<file path="src/mesh_signed_volume_accumulator_assert.svh">
// Assertion macros shared by the mesh signed volume accumulator modules.
`ifndef MESH_SIGNED_VOLUME_ACCUMULATOR_ASSERT_SVH
`define MESH_SIGNED_VOLUME_ACCUMULATOR_ASSERT_SVH
`ifndef SYNTHESIS
`define MSVA_ASSERT_IMP(name, clk, rst, pre, post) \
   name: assert property (@(posedge clk) disable iff (rst) (pre) |-> (post)) \
      else $error("%m: implication check failed");
`define MSVA_ASSERT_NXT(name, clk, rst, pre, post) \
   name: assert property (@(posedge clk) disable iff (rst) (pre) |=> (post)) \
      else $error("%m: next-cycle check failed");
`else
`define MSVA_ASSERT_IMP(name, clk, rst, pre, post)
`define MSVA_ASSERT_NXT(name, clk, rst, pre, post)
`endif
`endif

</file>
<file path="src/msva_pkg.sv">
// Shared widths, register indexes and types of the mesh signed volume accumulator.
package msva_pkg;

   localparam int COORD_BITS      = 16;
   localparam int SUM_BITS        = 63;
   localparam int TRI_OUT_BITS    = 50;
   localparam int TOT_OUT_BITS    = 61;
   localparam int CSR_INDEX_BITS  = 2;

   localparam int DIFF_BITS       = COORD_BITS + 1;
   localparam int CROSS_BITS      = 2 * DIFF_BITS + 1;
   localparam int TERM_BITS       = DIFF_BITS + CROSS_BITS;
   localparam int PROD_BITS       = TERM_BITS + 2;
   localparam int ACC_BITS        = ((SUM_BITS > PROD_BITS) ? SUM_BITS : PROD_BITS) + 1;
   localparam int MAG_BITS        = ACC_BITS - 1;

   localparam int DIV_RADIX_STEPS = 8;
   localparam int DIV_BITS        =
      ((MAG_BITS - 1 + DIV_RADIX_STEPS - 1) / DIV_RADIX_STEPS) * DIV_RADIX_STEPS;
   localparam int DIV_CYCLES      = DIV_BITS / DIV_RADIX_STEPS;
   localparam int DIV_CNT_BITS    = $clog2(DIV_CYCLES);

   localparam int QUEUE_DEPTH     = 2;
   localparam int QUEUE_PTR_BITS  = $clog2(QUEUE_DEPTH);
   localparam int QUEUE_CNT_BITS  = $clog2(QUEUE_DEPTH + 1);

   localparam logic [CSR_INDEX_BITS-1:0] CSR_REF_X = CSR_INDEX_BITS'(0);
   localparam logic [CSR_INDEX_BITS-1:0] CSR_REF_Y = CSR_INDEX_BITS'(1);
   localparam logic [CSR_INDEX_BITS-1:0] CSR_REF_Z = CSR_INDEX_BITS'(2);

   localparam logic [SUM_BITS-1:0] SUM_MAX = {1'b0, {(SUM_BITS - 1){1'b1}}};
   localparam logic [SUM_BITS-1:0] SUM_MIN = {1'b1, {(SUM_BITS - 1){1'b0}}};

   typedef logic signed [COORD_BITS-1:0] msva_coord_type;

   typedef struct packed {
      logic signed [DIFF_BITS-1:0] a_x;
      logic signed [DIFF_BITS-1:0] a_y;
      logic signed [DIFF_BITS-1:0] a_z;
      logic signed [DIFF_BITS-1:0] b_x;
      logic signed [DIFF_BITS-1:0] b_y;
      logic signed [DIFF_BITS-1:0] b_z;
      logic signed [DIFF_BITS-1:0] c_x;
      logic signed [DIFF_BITS-1:0] c_y;
      logic signed [DIFF_BITS-1:0] c_z;
      logic                        last_triangle;
   } msva_item_type;

   typedef struct packed {
      logic full;
      logic empty;
   } msva_queue_status_type;

endpackage

</file>
<file path="src/msva_queue.sv">
// Short queue of offset triangles between the front end and the back end.
`include "mesh_signed_volume_accumulator_assert.svh"
module msva_queue (
   input  logic                            clock,
   input  logic                            reset,
   input  logic                            push,
   input  msva_pkg::msva_item_type         item_push,
   input  logic                            pop,
   output msva_pkg::msva_item_type         item_head,
   output msva_pkg::msva_queue_status_type status
);
   import msva_pkg::*;

   msva_item_type               mem_ff [QUEUE_DEPTH];
   logic [QUEUE_PTR_BITS-1:0]   wr_ptr_ff, wr_ptr_in;
   logic [QUEUE_PTR_BITS-1:0]   rd_ptr_ff, rd_ptr_in;
   logic [QUEUE_CNT_BITS-1:0]   count_ff, count_in;

   assign status.full  = (count_ff == QUEUE_CNT_BITS'(QUEUE_DEPTH));
   assign status.empty = (count_ff == '0);
   assign item_head    = mem_ff[rd_ptr_ff];

   always_comb begin
      wr_ptr_in = wr_ptr_ff;
      rd_ptr_in = rd_ptr_ff;
      count_in  = count_ff;
      if (push) begin
         wr_ptr_in = (wr_ptr_ff == QUEUE_PTR_BITS'(QUEUE_DEPTH - 1)) ? '0 : wr_ptr_ff + 1'b1;
      end
      if (pop) begin
         rd_ptr_in = (rd_ptr_ff == QUEUE_PTR_BITS'(QUEUE_DEPTH - 1)) ? '0 : rd_ptr_ff + 1'b1;
      end
      if (push && !pop) begin
         count_in = count_ff + 1'b1;
      end else if (pop && !push) begin
         count_in = count_ff - 1'b1;
      end
   end

   always_ff @(posedge clock) begin
      if (reset) begin
         wr_ptr_ff <= '0;
         rd_ptr_ff <= '0;
         count_ff  <= '0;
      end else begin
         wr_ptr_ff <= wr_ptr_in;
         rd_ptr_ff <= rd_ptr_in;
         count_ff  <= count_in;
      end
   end

   always_ff @(posedge clock) begin
      if (push) begin
         mem_ff[wr_ptr_ff] <= item_push;
      end
   end

   `MSVA_ASSERT_IMP(a_queue_no_push_full, clock, reset, push, !status.full)
   `MSVA_ASSERT_IMP(a_queue_no_pop_empty, clock, reset, pop, !status.empty)

endmodule

</file>
<file path="config.mk">
export PLATFORM = sky130hd
export DESIGN_NAME = msva_queue
export DESIGN_NICKNAME = d
export VERILOG_FILES = /design/src/msva_pkg.sv /design/src/msva_queue.sv
export VERILOG_INCLUDE_DIRS = /design/src /design/src/src
export SDC_FILE = /design/constraint.sdc
export NUM_CORES = 1
export LEC_CHECK = 0
export BUFFER_PORTS_ARGS = -buffer_cell sky130_fd_sc_hd__buf_4
export CORE_ASPECT_RATIO = 0.8
export CORE_MARGIN = 4
export CORE_UTILIZATION = 58
export CTS_BUF_LIST = sky130_fd_sc_hd__clkbuf_4
export CTS_CLUSTER_SIZE = 8
export DETAILED_ROUTE_END_ITERATION = 8
export PLACE_DENSITY_LB_ADDON = 0.12
export REMOVE_ABC_BUFFERS = 1
export SKIP_LAST_GASP = 1
export SLEW_MARGIN = 20
export SYNTH_ARGS = -nofsm -noshare
export SYNTH_HDL_FRONTEND = slang
export SYNTH_SLANG_ARGS = --single-unit
export TNS_END_PERCENT = 1
</file>
<file path="constraint.sdc">
create_clock -name clock -period 19.65 [get_ports clock]
set_clock_uncertainty 0.15 [all_clocks]
set_input_delay 5.895 -clock clock [delete_from_list [all_inputs] [get_ports clock]]
set_output_delay 5.895 -clock clock [all_outputs]
set_load 0.005 [all_outputs]
</file>
; Word level (Yosys, flattened, before mapping)
; Memory sizes are Yosys's and may differ from the RTL's. A register that Yosys moved wholly into a read port is not among the register bits.
; Index checks and enable logic that the tools add are counted.
[word_totals]
ff_bits = 4
latch_bits = 0
ramBits = 308
mem_bits_ro = 0
input_bits = 158
output_inout_bits = 156
word_cells = 23
mem_count = 1
[classes]
n_addsub = 4
n_mul = 0
n_div = 0
magnitude_cmp = 0
n_eq_ne = 1
n_shift = 0
muxes = 8
n_bitwise = 0
n_reduce_logical = 6
[mem_list]
columns = memory, words, width, rd, rd_ports_with_merged_regs, wr, line_no
row1 = mem_ff, 2, 154, 1, 1, 1, msva_queue.sv:14  ; msva_item_type mem_ff [QUEUE_DEPTH];
[op_table]
columns = operator, count
row1 = 1-bit 2-to-1 mux, 6
row2 = 2-bit 2-to-1 mux, 2
row3 = 1-bit adder (second input constant), 2
row4 = 2-bit by 1-bit adder with 2-bit output (second input constant), 1
row5 = 2-bit equality test (second input constant), 1
row6 = 1-bit logical AND, 2
row7 = 1-bit zero test, 2
row8 = 2-bit zero test, 1
row9 = 2-bit nonzero test, 1
row10 = 2-bit by 1-bit subtractor with 2-bit output (second input constant), 1

; Depth between registers and ports, before layout
; Gate-level depths: netlist of the first run.
[logic_depth]
depth_word = 4
depth_mapped = 5
ltp_nobuf = 5

; Worst setup path after synthesis of the first run
; OpenSTA, ideal clock, no wires.
[synth_path]
path_type = input-to-reg
from = in push
to = mem mem_ff[0][0] (netlist name), enable pin
setup_ns = 0.688
arrival_ns = 12.554
path_slack_ns = 6.258
cell_stages = 1
path_buffers = 0
path_cell_list = nor2b_1
[synth_between]
elab_chain_cells = 2
[synth_rtl]
columns = item, line_no
row1 = from (decl), msva_queue.sv:6  ; input logic push,
row2 = 1-bit 2-to-1 mux, msva_queue.sv:53  ; if (push) begin
row3 = 1-bit 2-to-1 mux (implied by the code), msva_queue.sv:54  ; mem_ff[wr_ptr_ff] <= item_push;
row4 = to (decl), msva_queue.sv:14
; Every way passes these cells.

==> impl_metrics.py, run 1 <==
metrics = {
    "worst_setup_path": {
        "slowest_delay_ns": 0.82,
        "startpoint_type": "flip-flop",
        "crit_chain": "buf_4 > mux2_2 > buf_4",
        "cp_top_family": "buffers and inverters",
        "cp.required_ns": 13.61,
        "crit_path_end_kind": "primary output",
        "worst-path-max-fanout": 69,
        "cp.arrival_ns": 2.73,
        "critPathKind": "reg2out",
        "crit_top_cell": "buf_4",
        "critical_path_buf_inv_count": 2,
        "cpMaxStageDelayCell": "buf_4",
    },
    "power": {
        "swShare_pct": 21.2,
        "power.leakage_nw": 5.89,
        "powerDensity_nw_per_um2": 98.8,
        "vdd_drop_max_uv": 68.6,
        "combPwrFrac_pct": 12.2,
        "p_int_mw": 1.18,
        "pwr-share-seq_pct": 53.0,
        "p_switching_mw": 0.316,
        "p_clk_share_pct": 34.8,
    },
    "sta": {
        "slew_headroom_pct": 27.7,
        "min_period_ns": 8.77,
        "fmax_mhz": 114,
        "period_share_pct": 44.6,
        "setup_violations": 0,
        "whs_ns": 0.356,
        "drv_slew": 0,
        "rsz0062_at_grt": "no",
        "hold_violations": 0,
        "setup_tns_ns": 0,
        "tightestPinTransition_ns": 1.08,
    },
    "clocking": {
        "cts_resized": 0,
        "clockBufferDepth": 3,
        "clk_transition_reported_paths_ns": 0.07,
        "hold_buffers": 0,
        "postCtsSetupRepairBufs": 0,
        "insertion_delay_ns": 0.60,
        "htree_levels": 3,
        "cts-root-buf": "clkbuf_4",
        "clock_sinks": 313,
        "cts_tree": "yes",
        "cts_buffers": 75,
    },
    "floorplan": {
        "dieWidth_um": 166,
        "die_h_um": 134,
        "initial_core_util_pct": 60.0,
        "core_area_um2": 19300,
        "dieArea_um2": 22200,
        "ios": 314,
        "rows": 45,
    },
    "run_status": {
        "outcome": "finished clean",
    },
    "yosys": {
        "synth_area_um2": 11500,
        "synth_cell_types": 16,
        "yosysTopAreaCell": "edfxtp_1",
        "synth_warnings": 0,
        "postSynthAreaPerCell_um2": 23.1,
        "synth.area.top_cells": "edfxtp_1, mux2_2, mux2_4",
        "synth_top_area_share_pct": 80.1,
        "synthCells": 501,
        "synthFlopType": "edfxtp_1",
        "synth_edf_count": 308,
        "yosysMostFrequentCell": "edfxtp_1",
        "yosys_register_bits": 313,
        "synth.top_cells.by_count": "edfxtp_1, mux2_2, mux2_4, buf_2, buf_6",
        "synth_seq_area_share_pct": 81.0,
        "async_reset_ff_share_pct": 0,
    },
    "layout": {
        "area_growth_pct": 30.8,
        "drive_gt1_share_pct": 63.4,
        "nFillCells": 1065,
        "fin_nets": 1039,
    },
    "global_routing": {
        "grt.overflow.total": 0,
        "grt_usage_pct": 20.8,
        "grt_pass1_vias": 6716,
        "grt_pass1_wl_um": 35600,
        "grt_start_max_net_pins": 82,
        "antenna_found_initial": 1,
    },
    "detailed_routing": {
        "drt-initial-drc-count": 448,
        "drc": 0,
        "vias": 6048,
        "wirelength_um": 23500,
        "ant_nets": 0,
        "viasPerCell": 5.10,
        "wl_per_cell_um": 19.8,
        "first_pass_iters": 4,
    },
    "place": {
        "gp_congestion": 0.769,
        "dp_hpwl_um": 16000,
        "portBuffers": 313,
    },
    "run": {
        "drv_cap": 0,
    },
    "hold_path": {
        "min_path_type": "reg2reg",
    },
}
==> logic make-up (layout without fill, tap and decap cells) <==
logic type	Yosys count	count (layout)	synth area share (%)
and+or+nand+nor	9	9	0.379
DFF	313	313	81.0
adders and majority gates	1	1	0.108
buffers and inverters	18	445	1.20
muxes	154	154	17.0
xor gates and xnor gates	4	4	0.303
AOI/OAI and AO/OA	2	2	0.0866
other	0	1	0
==> metal layers <==
layer,global-route usage (%),part of all wire (%)
met3,8.78,9.3
met2,34.3,50
met1,23.9,38
met4,9.30,2.7
met5,0,0
==> power by group through the flow <==
stage | combinational, mW | clock, mW | sequential [mW]
finish | 0.182 | 0.519 | 0.792
global placement | 0.181 | 0 | 0.803
CTS | 0.185 | 0.536 | 0.792
floorplan | 0.0844 | 0 | 0.818
detailed placement | 0.184 | 0 | 0.807
global route | 0.195 | 0.574 | 0.795
==> worst paths after layout <==
path                                   from             end  slack [ns]  cells after the start
worst max-delay path              flip-flop   item_head[33]       10.88                      3
worst min-delay path            count_ff[1]     count_ff[1]        0.36                      2
worst max register to register    wr_ptr_ff  mem_ff[1][101]       16.65                      3
worst min register to register  count_ff[1]     count_ff[1]        0.36                      2
==> layout by cell type (no fill, tap or decap) <==
cell type,synthesis,final
buf_4,0,319
edfxtp_1,308,308
clkbuf_4,0,108
mux2_2,94,94
mux2_4,60,60
clkinv_1,0,13
nor2_1,5,5
dfxtp_1,5,4
bufinv_16,0,3
xor2_1,2,2
xnor2_1,2,2
diode_2,0,1
and2_4,0,1
inv_1,1,1
nor2b_1,2,1
nor2b_4,0,1
o21ai_0,1,1
or3_1,1,1
a21oi_1,1,1
ha_1,1,1
dfxtp_4,0,1
inv_2,0,1
==> through the flow <==
| step | cells | power, mW | area [µm²] | setup WS, ns | utilization, % |
|---|---|---|---|---|---|
| after floorplan | 484 | 0.903 | 11400 | 6.26 | - |
| after global placement | 1061 | 0.984 | 14100 | 11.10 | 73.5 |
| after detailed placement | 1061 | 0.991 | 14100 | 11.05 | 73.5 |
| after CTS | 1186 | 1.51 | 15100 | 10.80 | 78.4 |
| after global routing | 1187 | 1.56 | 15100 | 10.71 | 78.4 |
| final | 1187 | 1.49 | 15100 | 10.88 | 78.4 |
==> layout make-up <==
type                       count  area [µm²]  share of cell area, %
sequential                   313        9350                   61.9
inverter                       1        3.75                 0.0249
clock inverter                17         143                  0.945
timing repair buffer         319        2390                   15.9
tap                          258         323                   2.14
antenna                        1        2.50                 0.0166
multi-input combinational    170        2070                   13.7
clock buffer                 108         811                   5.37
==> worst register-to-register path, delay by kind of cell (launching register included) <==
family                 cells  cell delay, ns
and+or+nand+nor            1            0.45
DFF                        1            0.41
buffers and inverters      2            1.56
==> sequential cells by signal (all words and copies together), names as in the netlist, named ones only <==
register	flops
mem_ff	308
count_ff	2
rd_ptr_ff	1
wr_ptr_ff	1
No activity file was read; power rests on OpenSTA's default activity.
==> run 2: changes to the inputs <==
CORE_UTILIZATION = 54   (was 58)
clock period = 8.7 ns   (was 19.65 ns; I/O delays follow)
==> run 2 against run 1 <==
  * Flip-flop and latch count did not move
  * Via count fell by 0.43%
  * Global-route usage fell by 1.7 points
  * Sequential power rose by 130%
  * Largest cell class unchanged
  * Largest power group unchanged
==> impl_metrics.py, run 2 (synthesis results as in run 1) <==
metrics = {
    "power": {
        "power.leakage_nw": 5.87,
        "p_switching_mw": 0.717,
        "vdd_drop_max_uv": 137,
        "power.total_mw": 3.31,
        "swShare_pct": 21.7,
        "combPwrFrac_pct": 12.1,
        "p_clk_share_pct": 33.6,
        "p_int_mw": 2.59,
        "powerDensity_nw_per_um2": 219,
        "pwr-share-seq_pct": 54.3,
    },
    "worst_setup_path": {
        "worst-path-max-fanout": 90,
        "cp.required_ns": 5.94,
        "crit_chain": "buf_12 > mux2_2 > buf_4",
        "startpoint_type": "flip-flop",
        "critPathKind": "reg2out",
        "cp.arrival_ns": 2.93,
        "cp_top_family": "flip-flops",
        "slowest_delay_ns": 1.02,
        "critical_path_buf_inv_count": 2,
        "crit_path_end_kind": "primary output",
        "cpMaxStageDelayCell": "dfxtp_4",
    },
    "layout": {
        "fin_nets": 1040,
        "drive_gt1_share_pct": 63.1,
        "layout_common_cells": "buf_4, edfxtp_1, clkbuf_4, mux2_2, mux2_4",
        "finalInstanceArea_um2": 15100,
        "utilization_pct": 72.3,
        "largest_reg_flops": 308,
        "largest_register": "mem_ff",
        "area_growth_pct": 30.7,
        "layout_commonest_cell": "buf_4",
        "largestRegisters": "mem_ff: 308 flops, count_ff: 2 flops",
    },
    "detailed_routing": {
        "drc": 0,
        "wl_per_cell_um": 19.4,
        "vias": 6022,
        "wirelength_um": 23300,
        "drt-initial-drc-count": 320,
        "ant_nets": 0,
        "viasPerCell": 5.01,
        "first_pass_iters": 6,
    },
    "sta": {
        "period_share_pct": 65.4,
        "setup_violations": 0,
        "hold_violations": 0,
        "min_period_ns": 5.69,
        "rsz0062_at_grt": "no",
        "tightestPinTransition_ns": 1.03,
        "fmax_mhz": 176,
        "slew_headroom_pct": 31.1,
        "drv_slew": 0,
    },
    "clocking": {
        "clk_transition_reported_paths_ns": 0.07,
        "clockBufferDepth": 3,
        "postCtsSetupRepairBufs": 0,
        "insertion_delay_ns": 0.64,
        "clock_sinks": 313,
        "cts-root-buf": "clkbuf_4",
        "cts_resized": 0,
        "htree_levels": 3,
        "cts_buffers": 76,
        "cts_tree": "yes",
        "hold_buffers": 0,
    },
    "floorplan": {
        "ios": 314,
        "dieWidth_um": 172,
        "initial_core_util_pct": 55.3,
        "dieArea_um2": 23800,
        "core_area_um2": 20900,
        "die_h_um": 139,
        "rows": 47,
    },
    "run": {
        "drv_cap": 0,
    },
    "run_status": {
        "outcome": "finished clean",
    },
    "global_routing": {
        "grt_pass1_vias": 6497,
        "grt.overflow.total": 0,
        "grt_start_max_net_pins": 91,
        "grt_usage_pct": 19.1,
        "grt_pass1_wl_um": 34500,
        "antenna_found_initial": 1,
    },
    "place": {
        "dpl-instance-area_um2": 14200,
        "portBuffers": 313,
        "gp_congestion": 0.791,
        "dp_hpwl_um": 15900,
    },
    "hold_path": {
        "min_path_type": "reg2reg",
    },
}
run 2: per-stage QoR:
step | hold slack (ns) | cells | setup WS (ns) | setup TNS (ns)
CTS | 0.356 | 1198 | 2.97 | 0
global route | 0.422 | 1201 | 2.85 | 0
floorplan | 0.311 | 484 | -1.41 | -216.67
finish | 0.361 | 1201 | 3.01 | 0
global placement | 0.323 | 1071 | 3.73 | 0
detailed placement | 0.343 | 1071 | 3.70 | 0
run 2: final cells by class:
class                           count  area (µm²)
Clock buffer                      106         796
Timing Repair Buffer              319        2420
Tap cell                          269         337
Sequential cell                   313        9350
Antenna cell                        2        5.00
Multi-Input combinational cell    170        2070
Clock inverter                     21         111
Inverter                            1        3.75
Fill cell                        1301        5780
run 2: worst register-to-register path: cells and delay by family (launching register included):
kind          cells  cell delay (ns)
simple gates      1             0.46
flops             1             0.42
buf+inv           2             0.89
run 2: power groups by stage:
stage	combinational, mW	sequential, mW	clock, mW
finish	0.400	1.80	1.11
global route	0.430	1.80	1.25
CTS	0.406	1.80	1.16
detailed placement	0.405	1.83	0
global placement	0.396	1.83	0
floorplan	0.191	1.85	0
run 2: final timing paths:
path	start	end	slack [ns]	cells after the start
setup / recovery	flip-flop	item_head[42]	3.01	3
hold / removal	count_ff[1]	count_ff[1]	0.36	2
setup reg to reg	wr_ptr_ff	mem_ff[1][88]	6.38	3
hold reg to reg	count_ff[1]	count_ff[1]	0.36	2
run 2: routing by layer:
layer / track usage, % / routed length [µm] / part of all wire (%) / vias to the layer above
li1: - / - / - / 2810
met1: 21.1 / 8180 / 35 / 2884
met2: 31.7 / 11800 / 50 / 291
met3: 9.40 / 2870 / 12 / 37
met4: 7.46 / 538 / 2.3 / 0
met5: 0 / 0 / 0 / -
