==> src/mesh_signed_volume_accumulator_assert.svh <==
// Assertion macros shared by the mesh signed volume accumulator modules.
`ifndef MESH_SIGNED_VOLUME_ACCUMULATOR_ASSERT_SVH
`define MESH_SIGNED_VOLUME_ACCUMULATOR_ASSERT_SVH
`ifndef SYNTHESIS
`define MSVA_ASSERT_IMP(name, clk, rst, pre, post) \
   name: assert property (@(posedge clk) disable iff (rst) (pre) |-> (post)) \
      else $error("%m: implication check failed");
`define MSVA_ASSERT_NXT(name, clk, rst, pre, post) \
   name: assert property (@(posedge clk) disable iff (rst) (pre) |=> (post)) \
      else $error("%m: next-cycle check failed");
`else
`define MSVA_ASSERT_IMP(name, clk, rst, pre, post)
`define MSVA_ASSERT_NXT(name, clk, rst, pre, post)
`endif
`endif

==> src/msva_pkg.sv <==
// Shared widths, register indexes and types of the mesh signed volume accumulator.
package msva_pkg;

   localparam int COORD_BITS      = 16;
   localparam int SUM_BITS        = 63;
   localparam int TRI_OUT_BITS    = 50;
   localparam int TOT_OUT_BITS    = 61;
   localparam int CSR_INDEX_BITS  = 2;

   localparam int DIFF_BITS       = COORD_BITS + 1;
   localparam int CROSS_BITS      = 2 * DIFF_BITS + 1;
   localparam int TERM_BITS       = DIFF_BITS + CROSS_BITS;
   localparam int PROD_BITS       = TERM_BITS + 2;
   localparam int ACC_BITS        = ((SUM_BITS > PROD_BITS) ? SUM_BITS : PROD_BITS) + 1;
   localparam int MAG_BITS        = ACC_BITS - 1;

   localparam int DIV_RADIX_STEPS = 8;
   localparam int DIV_BITS        =
      ((MAG_BITS - 1 + DIV_RADIX_STEPS - 1) / DIV_RADIX_STEPS) * DIV_RADIX_STEPS;
   localparam int DIV_CYCLES      = DIV_BITS / DIV_RADIX_STEPS;
   localparam int DIV_CNT_BITS    = $clog2(DIV_CYCLES);

   localparam int QUEUE_DEPTH     = 2;
   localparam int QUEUE_PTR_BITS  = $clog2(QUEUE_DEPTH);
   localparam int QUEUE_CNT_BITS  = $clog2(QUEUE_DEPTH + 1);

   localparam logic [CSR_INDEX_BITS-1:0] CSR_REF_X = CSR_INDEX_BITS'(0);
   localparam logic [CSR_INDEX_BITS-1:0] CSR_REF_Y = CSR_INDEX_BITS'(1);
   localparam logic [CSR_INDEX_BITS-1:0] CSR_REF_Z = CSR_INDEX_BITS'(2);

   localparam logic [SUM_BITS-1:0] SUM_MAX = {1'b0, {(SUM_BITS - 1){1'b1}}};
   localparam logic [SUM_BITS-1:0] SUM_MIN = {1'b1, {(SUM_BITS - 1){1'b0}}};

   typedef logic signed [COORD_BITS-1:0] msva_coord_type;

   typedef struct packed {
      logic signed [DIFF_BITS-1:0] a_x;
      logic signed [DIFF_BITS-1:0] a_y;
      logic signed [DIFF_BITS-1:0] a_z;
      logic signed [DIFF_BITS-1:0] b_x;
      logic signed [DIFF_BITS-1:0] b_y;
      logic signed [DIFF_BITS-1:0] b_z;
      logic signed [DIFF_BITS-1:0] c_x;
      logic signed [DIFF_BITS-1:0] c_y;
      logic signed [DIFF_BITS-1:0] c_z;
      logic                        last_triangle;
   } msva_item_type;

   typedef struct packed {
      logic full;
      logic empty;
   } msva_queue_status_type;

endpackage

==> src/msva_front.sv <==
// Front end: reference registers, word intake and vertex offset against the reference.
module msva_front (
   input  logic                          clock,
   input  logic                          reset,
   input  logic                          req_valid,
   output logic                          req_stall,
   input  msva_pkg::msva_coord_type      req_a_x,
   input  msva_pkg::msva_coord_type      req_a_y,
   input  msva_pkg::msva_coord_type      req_a_z,
   input  msva_pkg::msva_coord_type      req_b_x,
   input  msva_pkg::msva_coord_type      req_b_y,
   input  msva_pkg::msva_coord_type      req_b_z,
   input  msva_pkg::msva_coord_type      req_c_x,
   input  msva_pkg::msva_coord_type      req_c_y,
   input  msva_pkg::msva_coord_type      req_c_z,
   input  logic                          req_last_triangle,
   input  logic                          csr_valid,
   output logic                          csr_ready,
   input  logic [msva_pkg::CSR_INDEX_BITS-1:0] csr_index,
   input  msva_pkg::msva_coord_type      csr_data,
   input  msva_pkg::msva_queue_status_type queue_status,
   output logic                          queue_push,
   output msva_pkg::msva_item_type       queue_item
);
   import msva_pkg::*;

   msva_coord_type ref_x_ff, ref_x_in;
   msva_coord_type ref_y_ff, ref_y_in;
   msva_coord_type ref_z_ff, ref_z_in;

   assign csr_ready = 1'b1;

   always_comb begin
      ref_x_in = ref_x_ff;
      ref_y_in = ref_y_ff;
      ref_z_in = ref_z_ff;
      if (csr_valid && csr_ready) begin
         unique case (csr_index)
            CSR_REF_X: ref_x_in = csr_data;
            CSR_REF_Y: ref_y_in = csr_data;
            CSR_REF_Z: ref_z_in = csr_data;
            default: ;
         endcase
      end
   end

   always_ff @(posedge clock) begin
      if (reset) begin
         ref_x_ff <= '0;
         ref_y_ff <= '0;
         ref_z_ff <= '0;
      end else begin
         ref_x_ff <= ref_x_in;
         ref_y_ff <= ref_y_in;
         ref_z_ff <= ref_z_in;
      end
   end

   assign req_stall  = queue_status.full;
   assign queue_push = req_valid && !queue_status.full;

   always_comb begin
      queue_item.a_x           = DIFF_BITS'(req_a_x) - DIFF_BITS'(ref_x_ff);
      queue_item.a_y           = DIFF_BITS'(req_a_y) - DIFF_BITS'(ref_y_ff);
      queue_item.a_z           = DIFF_BITS'(req_a_z) - DIFF_BITS'(ref_z_ff);
      queue_item.b_x           = DIFF_BITS'(req_b_x) - DIFF_BITS'(ref_x_ff);
      queue_item.b_y           = DIFF_BITS'(req_b_y) - DIFF_BITS'(ref_y_ff);
      queue_item.b_z           = DIFF_BITS'(req_b_z) - DIFF_BITS'(ref_z_ff);
      queue_item.c_x           = DIFF_BITS'(req_c_x) - DIFF_BITS'(ref_x_ff);
      queue_item.c_y           = DIFF_BITS'(req_c_y) - DIFF_BITS'(ref_y_ff);
      queue_item.c_z           = DIFF_BITS'(req_c_z) - DIFF_BITS'(ref_z_ff);
      queue_item.last_triangle = req_last_triangle;
   end

endmodule

==> config.mk <==
export PLATFORM = sky130hd
export DESIGN_NAME = msva_front
export DESIGN_NICKNAME = d
export VERILOG_FILES = /design/src/mesh_signed_volume_accumulator_assert.svh /design/src/msva_pkg.sv /design/src/msva_front.sv
export SDC_FILE = /design/constraint.sdc
export NUM_CORES = 1
export LEC_CHECK = 0
export ABC_CLOCK_PERIOD_IN_PS = 2380
export BUFFER_PORTS_ARGS = -buffer_cell sky130_fd_sc_hd__clkbuf_2
export CORE_MARGIN = 2
export CORE_UTILIZATION = 40
export CTS_BUF_LIST = sky130_fd_sc_hd__clkbuf_4 sky130_fd_sc_hd__clkbuf_8
export CTS_CLUSTER_DIAMETER = 30
export DETAILED_ROUTE_END_ITERATION = 10
export PLACE_DENSITY = 0.67
export SYNTH_ARGS = -nofsm -noshare
export SYNTH_HDL_FRONTEND = slang
export SYNTH_SLANG_ARGS = --single-unit
==> constraint.sdc <==
create_clock -name clock -period 2.38 [get_ports clock]
set_input_delay 0.119 -clock clock [delete_from_list [all_inputs] [get_ports clock]]
set_output_delay 0.119 -clock clock [all_outputs]
set_load 0.03 [all_outputs]
# == Yosys cells after proc, flatten, opt, wreduce, memory -nomap -nowiden ==
# Cells that the tools add are included.
# Widths: inputs -> output; s select.
# totals
reg_bits,48
latch_bits,0
ramBits,0
romBits,0
elab_cells,20
mem_count,0
# op_classes
n_addsub,9
n_mul,0
div_mod_pow,0
n_lt_le_gt_ge,0
n_eq_ne,2
shifts,0
n_mux,0
bitwise,0
reduce_logical,6
# ops
cell,count
$sub 16x16->17,9
$reduce_and 2->1,3
$eq 2x1->1 const B,1
$eq 2x2->1 const B,1
$logic_not 2->1,1
$logic_and 1x1->1,1
$logic_not 1->1,1

# == Logic depth before layout (Yosys ltp) ==
# Gate-level depths: netlist of the first run.
# depth
depth_word,2
depth_mapped,9
mapped_depth_nobuf,9

# == Worst setup path after synthesis of the first run ==
# Ideal clock, no wire load.
# synth_path
path_type,reg-to-output
startpoint,register ref_x_ff[0]
endpoint,output port queue_item[149] (netlist name)
t_arrival_ps,2500
t_required_ps,2261
path_slack_ps,-239
path_stages_with_launch,9
cell_sequence,dfxtp_1 > ha_1 > fa_1 > nor2b_1 > o31a_1 > o31ai_4 > a21oi_1 > nor3_1 > a311oi_1
# synth_lines
element,line,source
"start, declared",msva_front.sv:27,"msva_coord_type ref_x_ff, ref_x_in;"
"start signal, assigned",msva_front.sv:53,ref_x_ff <= ref_x_in;
"end, declared",msva_front.sv:23,output msva_pkg::msva_item_type queue_item

==> flow_summary.toml, run 1 <==
[cts]
ctsRootBufferMaster = "clkbuf_8"
htreeDepth = 2
worstSkewPairLatency_ns = 0.31
clock_path_buffers = 2
tritoncts = "yes"
tritoncts_num_sinks = 48
numCtsBuffers = 5
postCtsHoldBufs = 0
path_clk_slew_ns = 0.10

[worst_setup_path]
crit_cells = 9
critical_path_cell_by_cell = "inv_4 -> ha_4 -> nor2b_2 -> o31a_1 -> o31ai_4 -> a21oi_4 -> a221o_1 -> a31oi_2 -> clkbuf_8"
worst_r2r_path_depth = 3
regToRegSetupSlack_ns = 1.55
end_kind = "output port"
worstSetupEndpoint = "queue_item[153]"
r2r_start = "ref_z_ff[1]"
critical_path.top_delay_family = "compound AO/OA/AOI/OAI gates"
timing.critical_path.slowest_cell_delay_ns = 0.37
critical_path_peak_fanout = 4
r2r_end = "ref_z_ff[1]"
arrival_ns = 2.56
critical_path.startpoint = "ref_x_ff[2]"
worstSetupStartpointType = "flip-flop"
crit_type = "flip-flop to output port"
cp.required_ns = 2.26
worstPathBufferInverterCount = 2
timing.critical_path.slowest_stage_cell = "dfxtp_2"

[die]
die_height_um = 151
floorplan.die_area_um2 = 22900
ios = 326
core_area_um2 = 21200
die_width_um = 151
row_count = 53
start_util_pct = 41.1

[sta]
setup_repair_after_global_routing_missed_its_margin = "yes"
max_slew.worst_pin.slew_ns = 0.671
maxSlewHeadroom_pct = 55.2
min_clock_period_post_route_ns = 2.68
worst_hold_slack_ns = 0.0620
timing.setup.tns_ns = -9.94
setup_ws_ns = -0.300
hold_viol_final = 0
setup-violations-final = 77
period_utilization_pct = 113
timing.fmax_ghz = 0.373
maxSlewViolCount = 0
skew_ns = 0

[global_route]
met2_demand_to_capacity_share_in_global_routing_pct = 51.5
groute.layer.met3.usage_pct = 5.54
groute.layer.met1.usage_pct = 33.5
first_global_vias = 10500
initial_antenna_violation_count = 0
top_usage_layer = "met2"
grt_pass1_wl_um = 52300
grt_util_all_layers_pct = 28.4
grt_start_max_net_pins = 49
overflow = 0

[route]
drc_errors = 0
avgRoutedWirePerCell_um = 19.1
detailedRoute.firstIterationViolations = 509
postRouteAntennaNets = 0
wirelength_um = 37000
vias = 11100
via_per_inst = 5.71
firstDrtPassIters = 5

[place]
port_buffers = 321
dpl-instance-area_um2 = 11300
preCtsSetupSlack_ns = -0.126
globalplace.congestion = 0.939
dpl.hpwl_um = 26200

[synthesis]
postSynthCellCount = 1213
postSynth.asyncResetShare_pct = 0
synthDistinctLibCells = 71
synth.yosys.warnings = 0
yosys_register_bits = 48
seq_area_frac_synth_pct = 11.1
ys.flop_type = "dfxtp_1"
avgSynthCellArea_um2 = 7.16
synthesis.area_um2 = 8690
synth_fp_nets = 1535
synth_enable_flop_cells = 0

[layout]
design_area_um2 = 14600
layout-area-overhead-vs-synth_pct = 68.3
most-common-layout-cells = "clkbuf_2 (225), buf_4 (171), nand2_1 (152)"
number_of_nets_in_the_layout = 1981
antenna_diode_count = 0
final_layout_size_suffix_gt1_share_pct = 49.9
nFillCells = 1606
final_common_cell = "clkbuf_2"

[flow_run]
timing.max_cap.violations = 0

[run_status]
outcome = "complete, but fails checks"
violations = "negative setup slack"

[power_and_ir_drop]
peakVddDrop_uv = 252
power_density_nw_per_um2 = 420
power.static_leakage_nw = 6.12

[worst_hold_path]
min-delay-path-class = "input port to flip-flop"
## timing repair
action / 4_1_cts / 5_1_grt
setup buffers: 33 / 26
endpoints found under the setup margin: 97 / 97
resized for setup: 417 / 303
pin swaps: 132 / 129
## stage by stage
step | std cells | utilization [%] | power, mW
after detailed placement | 1875 | 53.4 | 4.34
after global placement | 1875 | 53.4 | 4.32
after floorplan | 1213 | - | 3.25
after CTS | 1914 | 63.8 | 5.61
final | 1935 | 69.1 | 6.14
after global routing | 1935 | 69.1 | 6.48
## cell type report
type	count	area, um2	share of cell area [%]
multi-input combinational	1041	9550	65.3
inverter	99	407	2.78
clock inverter	2	38.8	0.265
timing repair buffer	464	3200	21.9
clock buffer	6	82.6	0.565
tap	275	344	2.35
sequential	48	1000	6.85
## worst min-delay path by stage
stage | start | to | slack, ns | depth (start not counted)
2_1_floorplan | csr_data[1] | ref_x_ff[1] | 0.24 | 2
3_3_place_gp | req_last_triangle | queue_item[0] | 0.24 | 0
3_5_place_dp | req_last_triangle | queue_item[0] | 0.24 | 0
4_1_cts | csr_data[3] | ref_z_ff[3] | 0.05 | 3
5_1_grt | csr_data[6] | ref_x_ff[6] | 0.09 | 3
6_report | csr_data[3] | ref_z_ff[3] | 0.06 | 3
## worst min-delay path, cell delays in order
cell      delay (ns)
clkbuf_2        0.11
nand2_1         0.06
a21oi_1         0.05
## where the power goes
part	total (mW)	switching [mW]	internal [mW]
Sequential	0.849	0.0214	0.828
Combinational	4.65	2.68	1.97
Clock	0.639	0.295	0.344
Total	6.14	3.00	3.14
## cells in the mapped netlist (all sizes together) (9+ instances only)
master  instances  area share [%]
a21oi         148             8.6
a31oi           9            0.65
clkbuf         22            0.95
xor2           29             2.9
o21a           35             3.0
xnor2          73             7.4
o211ai         17             1.5
nand2b         23             1.7
ha            144              21
a211oi         10            0.86
nand2         165             7.1
and3           10            0.72
nor2           90             3.9
nand3          16            0.92
nor3           19             1.1
a21o           25             2.2
o21ai          60             3.5
nor2b          28             2.0
inv            99             4.3
dfxtp          48              11
fa              9             2.1
## per-layer routing
metal | up-vias | wire length, um
li1 | 5259 | -
met1 | 5251 | 14700
met2 | 440 | 18400
met3 | 105 | 2560
met4 | 0 | 1280
met5 | - | 0
## flip-flops by register name, summed over array words and instances (netlist names)
register,count
ref_x_ff,16
ref_z_ff,16
ref_y_ff,16
## logic make-up (layout without fill, tap and decap cells)
kind of cell	Yosys count	count (layout)	share of synthesized area, %
adder cells (fa/ha/maj)	153	153	22.8
multiplexers	3	3	0.346
buffers and inverters	124	571	5.49
AND/OR/NAND/NOR	390	390	20.5
flip-flops	48	48	11.1
XOR/XNOR	102	102	10.3
AO/OA/AOI/OAI	392	392	29.5
other	1	1	0.0432
No activity file was read; power rests on OpenSTA's default activity.
==> run 2: changes to the inputs <==
--- a/config.mk
+++ b/config.mk
@@ -13,6 +13,7 @@
 export CTS_CLUSTER_DIAMETER = 30
 export DETAILED_ROUTE_END_ITERATION = 10
 export PLACE_DENSITY = 0.67
+export RECOVER_POWER = 50
 export SYNTH_ARGS = -nofsm -noshare
 export SYNTH_HDL_FRONTEND = slang
 export SYNTH_SLANG_ARGS = --single-unit
==> flow_summary.toml, run 2 (same netlist as run 1, synthesis figures left out) <==
[worst_setup_path]
worstSetupEndpoint = "queue_item[153]"
timing.critical_path.slowest_stage_cell = "dfxtp_2"
arrival_ns = 2.56
worstPathBufferInverterCount = 2
timing.critical_path.slowest_cell_delay_ns = 0.37
worstSetupStartpointType = "flip-flop"
critical_path_cell_by_cell = "inv_4 -> ha_4 -> nor2b_2 -> o31a_1 -> o31ai_4 -> a21oi_4 -> a221o_1 -> a31oi_2 -> clkbuf_8"
cp.required_ns = 2.26
crit_type = "flip-flop to output port"
r2r_start = "ref_z_ff[1]"
regToRegSetupSlack_ns = 1.55
worst_r2r_path_depth = 3
end_kind = "output port"
critical_path.top_delay_family = "compound AO/OA/AOI/OAI gates"
critical_path.startpoint = "ref_x_ff[2]"
crit_cells = 9
r2r_end = "ref_z_ff[1]"
critical_path_peak_fanout = 4

[global_route]
initial_antenna_violation_count = 0
grt_pass1_wl_um = 52300
grt_util_all_layers_pct = 28.4
first_global_vias = 10500
grt_start_max_net_pins = 49
overflow = 0

[layout]
number_of_nets_in_the_layout = 1981
layout-area-overhead-vs-synth_pct = 68.2
final_common_cell = "clkbuf_2"
instances_no_fill = 1935
final_layout_size_suffix_gt1_share_pct = 49.3
design_area_um2 = 14600
nFillCells = 1608
reg_top3 = "ref_x_ff (16), ref_y_ff (16), ref_z_ff (16)"
antenna_diode_count = 0
most-common-layout-cells = "clkbuf_2 (217), buf_4 (171), nand2_1 (152)"

[sta]
maxSlewViolCount = 0
timing.fmax_ghz = 0.373
skew_ns = 0
maxSlewHeadroom_pct = 29.2
setup-violations-final = 77
setup_ws_ns = -0.300
hold_viol_final = 0
worst_hold_slack_ns = 0.0618
min_clock_period_post_route_ns = 2.68
setup_repair_after_global_routing_missed_its_margin = "yes"
max_slew.worst_pin.slew_ns = 1.06
period_utilization_pct = 113

[flow_run]
timing.max_cap.violations = 0

[route]
drc_errors = 0
postRouteAntennaNets = 0
detailedRoute.firstIterationViolations = 512
avgRoutedWirePerCell_um = 19.1
via_per_inst = 5.71
wirelength_um = 37000
firstDrtPassIters = 5
vias = 11000

[cts]
clock_path_buffers = 2
path_clk_slew_ns = 0.10
ctsRootBufferMaster = "clkbuf_8"
htreeDepth = 2
worstSkewPairLatency_ns = 0.31
numCtsBuffers = 5
postCtsHoldBufs = 0
tritoncts = "yes"
tritoncts_num_sinks = 48

[die]
row_count = 53
floorplan.die_area_um2 = 22900
start_util_pct = 41.1
die_width_um = 151
core_area_um2 = 21200
die_height_um = 151
ios = 326

[place]
place_inst = 1875
dpl.hpwl_um = 26200
dpl-instance-area_um2 = 11300
globalplace.congestion = 0.939
port_buffers = 321

[worst_hold_path]
min-delay-path-class = "input port to flip-flop"

[power_and_ir_drop]
power.static_leakage_nw = 6.09
power_density_nw_per_um2 = 420
peakVddDrop_uv = 252

[run_status]
outcome = "complete, but fails checks"
violations = "negative setup slack"
## run 2: cell counts in the layout (fill, tap and decap cells not counted)
Identical to the previous run, type by type.
## run 2: layout make-up
class | count | area (um2) | share of cell area, %
well taps | 275 | 344 | 2.35
multi-input cells | 1041 | 9550 | 65.3
clock buffers | 6 | 82.6 | 0.565
flip-flops and latches | 48 | 1000 | 6.86
repair buffers | 464 | 3190 | 21.8
clock inverters | 2 | 38.8 | 0.265
inverters | 99 | 407 | 2.78
## run 2: worst reg2reg max path, cell delays in order, from the launching register on
cell	delay, ns
dfxtp_4	0.37
buf_6	0.13
nand2_1	0.05
a21oi_1	0.20
## run 2: worst min path at each step
stage / from / to / slack [ns] / cells past startpoint
detailed placement: req_last_triangle / queue_item[0] / 0.24 / 0
floorplan: csr_data[1] / ref_x_ff[1] / 0.24 / 2
CTS: csr_data[3] / ref_z_ff[3] / 0.05 / 3
global route: csr_data[6] / ref_x_ff[6] / 0.09 / 3
finish: csr_data[3] / ref_z_ff[3] / 0.06 / 3
global placement: req_last_triangle / queue_item[0] / 0.24 / 0
## run 2: what timing repair did
item | CTS | global route
pin swaps | 132 | 129
setup buffers | 33 | 26
endpoints found under the setup margin | 97 | 97
gates resized for setup | 417 | 303
## run 2: per-stage QoR
| stage | power, mW | util (%) | setup slack (ns) | TNS [ns] |
|---|---|---|---|---|
| 3_5_place_dp | 4.34 | 53.4 | -0.126 | -1.24 |
| 3_3_place_gp | 4.32 | 53.4 | -0.0837 | -0.562 |
| 6_report | 6.14 | 69.1 | -0.300 | -9.97 |
| 4_1_cts | 5.61 | 63.8 | -0.316 | -9.50 |
| 5_1_grt | 6.47 | 69.1 | -0.386 | -17.54 |
| 2_1_floorplan | 3.25 | - | -0.0105 | -0.0105 |
## run 2: metal layers
metal | vias to the layer above | global-route usage (%) | part of all wire, %
li1 | 5260 | - | -
met1 | 5252 | 33.5 | 40
met2 | 434 | 51.5 | 50
met3 | 103 | 5.54 | 7.0
met4 | 0 | 9.16 | 3.4
met5 | - | 0 | 0
## run 2: power by group
part | switching [mW] | leakage, nW | internal (mW)
clock network | 0.296 | 0.0614 | 0.344
registers | 0.0214 | 0.402 | 0.828
logic | 2.68 | 5.63 | 1.97
total | 3.00 | 6.09 | 3.14
